[config.mk]
export PLATFORM = sky130hd
export DESIGN_NAME = gtrb_out_stage
export DESIGN_NICKNAME = d
export VERILOG_FILES = /design/src/rtl/core/gtrb_pkg.sv /design/src/rtl/core/gtrb_out_stage.sv
export SDC_FILE = /design/constraint.sdc
export NUM_CORES = 1
export LEC_CHECK = 0
export BUFFER_PORTS_ARGS = -buffer_cell sky130_fd_sc_hd__buf_2
export CAP_MARGIN = 15
export CORE_MARGIN = 2
export CORE_UTILIZATION = 44
export DETAILED_ROUTE_END_ITERATION = 10
export PLACE_DENSITY_LB_ADDON = 0.08
export SETUP_SLACK_MARGIN = 0.3
export SLEW_MARGIN = 30
export SYNTH_ARGS = -nofsm -noshare
export SYNTH_HDL_FRONTEND = slang
export SYNTH_SLANG_ARGS = --single-unit
[constraint.sdc]
create_clock -name i_clk -period 2.1 [get_ports i_clk]
set_input_delay 0.21 -clock i_clk [delete_from_list [all_inputs] [get_ports i_clk]]
set_output_delay 0.21 -clock i_clk [all_outputs]
set_load 0.005 [all_outputs]
[src/rtl/core/gtrb_pkg.sv]
`default_nettype none
// ----------------------------------------------------------------------------
// gtrb_pkg
// Shared types and constants of the group transpose reorder buffer: payload
// structs of both channels, field widths and configuration register indexes.
// ----------------------------------------------------------------------------
package gtrb_pkg;

    localparam int DATA_W     = 8;
    localparam int PPG_W      = 13;
    localparam int GC_W       = 7;
    localparam int PIX_W      = 12;
    localparam int GRP_W      = 6;
    localparam int PROD_W     = PPG_W + GC_W;
    localparam int CFG_IDX_W  = 1;
    localparam int CFG_DATA_W = 13;

    localparam logic [CFG_IDX_W-1:0] CFG_PIXELS_PER_GROUP = 1'b0;
    localparam logic [CFG_IDX_W-1:0] CFG_GROUP_COUNT      = 1'b1;

    localparam logic [PPG_W-1:0] PPG_RESET = 13'd256;
    localparam logic [GC_W-1:0]  GC_RESET  = 7'd16;

    typedef struct packed {
        logic              push_req;
        logic [DATA_W-1:0] write_data;
        logic              read_enable;
    } t_in;

    typedef struct packed {
        logic [DATA_W-1:0] read_data;
        logic              data_available;
        logic              pixel_end;
        logic              overrun;
    } t_out;

endpackage
`default_nettype wire

[src/rtl/core/gtrb_out_stage.sv]
`default_nettype none
// ----------------------------------------------------------------------------
// gtrb_out_stage
// Two-entry output stage: result register plus skid register, so a new
// result is taken while the previous one still waits for its transfer.
// ----------------------------------------------------------------------------
module gtrb_out_stage
    import gtrb_pkg::*;
(
    input  wire logic i_clk,
    input  wire logic i_rst_n,
    input  wire logic i_valid,
    output logic      o_ready,
    input  wire t_out i_data,
    output logic      o_valid,
    input  wire logic i_ready,
    output t_out      o_data
);

    logic r_out_valid;
    logic r_skid_valid;
    t_out r_out;
    t_out r_skid;
    logic take;
    logic load;

    assign o_ready = !r_skid_valid;
    assign o_valid = r_out_valid;
    assign o_data  = r_out;
    assign take    = r_out_valid && i_ready;
    assign load    = i_valid && !r_skid_valid;

    always_ff @(posedge i_clk) begin
        if (!i_rst_n) begin
            r_out_valid  <= 1'b0;
            r_skid_valid <= 1'b0;
        end else if (take) begin
            if (r_skid_valid) begin
                r_skid_valid <= 1'b0;
            end else if (!load) begin
                r_out_valid <= 1'b0;
            end
        end else if (load) begin
            if (r_out_valid) begin
                r_skid_valid <= 1'b1;
            end else begin
                r_out_valid <= 1'b1;
            end
        end
    end

    always_ff @(posedge i_clk) begin
        if (take) begin
            if (r_skid_valid) begin
                r_out <= r_skid;
            end else if (load) begin
                r_out <= i_data;
            end
        end else if (load) begin
            if (r_out_valid) begin
                r_skid <= i_data;
            end else begin
                r_out <= i_data;
            end
        end
    end

endmodule
`default_nettype wire

==> results.py <==
metrics = {
    "sta": {
        "fmax_mhz": 674,
        "final.setup.worst_slack_ps": 617,
        "finalSetupViolCount": 0,
        "worst_pin_slew_ps": 376,
        "final.period_utilization": 0.706,
        "drv_slew": 0,
        "rsz0062_at_grt": "false",
        "maxSlewHeadroom": 0.749,
        "finalSetupTns_ps": 0,
        "hold_viol": 0,
        "final.setup_skew_ps": 3.49,
        "fin_crit_ps": 1480,
        "whs_ps": 89.8,
    },
    "clocking": {
        "clock_sinks": 24,
        "ctsResizeCount": 0,
        "numCtsBuffers": 3,
        "tritoncts": "yes",
        "ctsHoldBuffers": 0,
        "cts_setup_buffers": 0,
        "htreeDepth": 1,
        "cts_buffer_depth": 2,
        "cts_root_buf": "clkbuf_4",
        "clock_latency_ps": 300,
        "path_clk_slew_ps": 120,
    },
    "setup_path": {
        "r2r_start": "o_valid$_SDFFE_PN0P_",
        "reg2regPathDepth": 2,
        "crit_type": "reg -> reg",
        "cpPeakStageDelay_ps": 460,
        "worstPathCellList": "nand3_2 -> mux2_1",
        "crit_path_top_delay_cell": "dfxtp_1",
        "arrival_ps": 1550,
        "crit_buf_inv": 0,
        "ff2ff_setup_slack_ps": 620,
        "cp_max_fo": 11,
        "r2r_end": "o_data[10]$_DFFE_PP_",
        "cp_num_cells": 2,
        "crit_family": "flip-flops",
        "required_ps": 2170,
        "cp-start-kind": "flip-flop",
        "end_kind": "flip-flop",
    },
    "grt": {
        "antenna_found_initial": 0,
        "grt_max_degree": 14,
        "grt_pass1_vias": 504,
        "grt_usage": 0.125,
        "overflow": 0,
        "grt_pass1_wl_mm": 2.31,
    },
    "power_and_ir_drop": {
        "cellPowerDensity_nw_per_um2": 747,
        "leakagePower_nw": 0.485,
        "ir_drop_uv": 404,
    },
    "die": {
        "rows": 16,
        "fp.dieH_um": 50.7,
        "fp.coreArea_um2": 2000,
        "dieArea_um2": 2570,
        "chipWidth_um": 50.7,
        "io_pins": 28,
        "start_util": 0.480,
    },
    "placement": {
        "placed_area_um2": 1140,
        "place_congestion": 0.710,
        "port_buffers": 27,
        "dp_hpwl_mm": 1.03,
        "dpl_worst_slack_ps": 621,
    },
    "logic_synthesis": {
        "synthTopCellsByCount": "22 x edfxtp_1, 10 x mux2_4, 2 x dfxtp_1",
        "ys_ff_latch": 24,
        "yosysMostFrequentCell": "edfxtp_1",
        "synth_top_cell_by_area": "edfxtp_1",
        "syn_inst": 49,
        "avgSynthCellArea_um2": 19.6,
        "syn_nets": 65,
        "async_flop_share": 0,
        "syn-cell-area_um2": 961,
        "synthFlopType": "edfxtp_1",
        "synth_warnings": 0,
        "synth_edf_count": 22,
        "ys_types": 18,
        "yosysTopAreaCellShare": 0.688,
        "synth_seq_area_share": 0.729,
        "ys_top_cells_by_area": "edfxtp_1 69%, mux2_4 16%, dfxtp_1 4.2%",
    },
    "route": {
        "wl_met1_um": 550,
        "wl_mm": 1.36,
        "first_iter_violations": 8,
        "met3_length_um": 64,
        "wl_met2_um": 740,
        "dr.pass1.iters": 4,
        "ant_nets": 0,
        "wire_per_inst_um": 12.5,
        "highest_layer": "met3",
        "viasPerCell": 4.69,
        "via_count": 506,
        "drc_errors": 0,
    },
    "cells_and_area": {
        "area_growth_pct": 21.2,
        "drive_above_1_share": 0.556,
        "n_antenna_cell": 0,
        "fin_util": 0.582,
        "final_area_um2": 1160,
        "multi_input_area_um2": 250,
        "register_area_um2": 701,
        "fill_cells": 159,
        "layout.nets": 98,
    },
    "job": {
        "maxCapViolCount": 0,
    },
    "worst_hold_path": {
        "hold_path_startpoint": "i_data[8]",
        "whs_endpoint": "r_skid[8]$_DFFE_PP_",
        "min_path_cells": 1,
        "hold_class": "in -> reg",
    },
    "outcome": {
        "status": "completed",
    },
}
## worst reg2reg max path, delay by kind of cell, from the launching register on
| kind | cells | cell delay [ps] |
|---|---|---|
| flip-flops | 1 | 460 |
| multiplexers | 1 | 430 |
| AND/OR/NAND/NOR | 1 | 360 |
## power by group
part / internal [mW] / total, mW / switching [mW]
combinational: 0.0549 / 0.0997 / 0.0448
sequential: 0.557 / 0.569 / 0.0124
clock: 0.0740 / 0.202 / 0.128
## registers in the layout, summed over array words and instances (netlist names)
signal and flops:
o_data 11, r_skid_valid 1, o_valid 1, r_skid 11
## cell families after synthesis
kind of cell | after synthesis | share of synthesized area
AO/OA/AOI/OAI | 3 | 0.0195
adder cells (fa/ha/maj) | 1 | 0.0130
buffers and inverters | 2 | 0.0156
flip-flops | 24 | 0.729
multiplexers | 11 | 0.168
AND/OR/NAND/NOR | 8 | 0.0547
## how the worst max path moves through the flow
stage / from / end
floorplan: o_valid$_SDFFE_PN0P_ / o_data[0]$_DFFE_PP_
global placement: o_valid$_SDFFE_PN0P_ / o_data[10]$_DFFE_PP_
detailed placement: o_valid$_SDFFE_PN0P_ / o_data[10]$_DFFE_PP_
CTS: o_valid$_SDFFE_PN0P_ / o_data[10]$_DFFE_PP_
global route: o_valid$_SDFFE_PN0P_ / o_data[10]$_DFFE_PP_
finish: o_valid$_SDFFE_PN0P_ / o_data[10]$_DFFE_PP_
## placed cells by master (no fill, tap or decap)
cell type	instances
a41oi_1	1
mux2_4	10
clkbuf_1	1
inv_1	1
nor2_1	1
and3b_1	1
nand2b_1	1
nor3_2	1
nand3_2	1
buf_2	27
nand2_1	1
mux2_1	1
a21oi_1	1
nor2b_2	1
o21ai_0	1
ha_1	1
clkbuf_4	3
edfxtp_1	22
buf_4	2
dfxtp_1	2
nor2b_1	1
## area by class of cell
cell class                 count  area share
inverter                       1     0.00322
sequential                    24       0.602
tap                           27      0.0290
multi-input combinational     23       0.215
clock buffer                   4      0.0226
timing repair buffer          29       0.129
## per-layer routing
layer	global-route usage	vias to the layer above
met1	0.136	236
li1	-	253
met5	0	-
met2	0.232	17
met4	0.0541	0
met3	0.0268	0
## through the flow
step                power [mW]  cells
floorplan                0.632     49
global placement         0.680    104
detailed placement       0.683    104
CTS                      0.886    108
global route             0.922    108
finish                   0.871    108
Note: power is estimated with default switching activity, not from simulation.
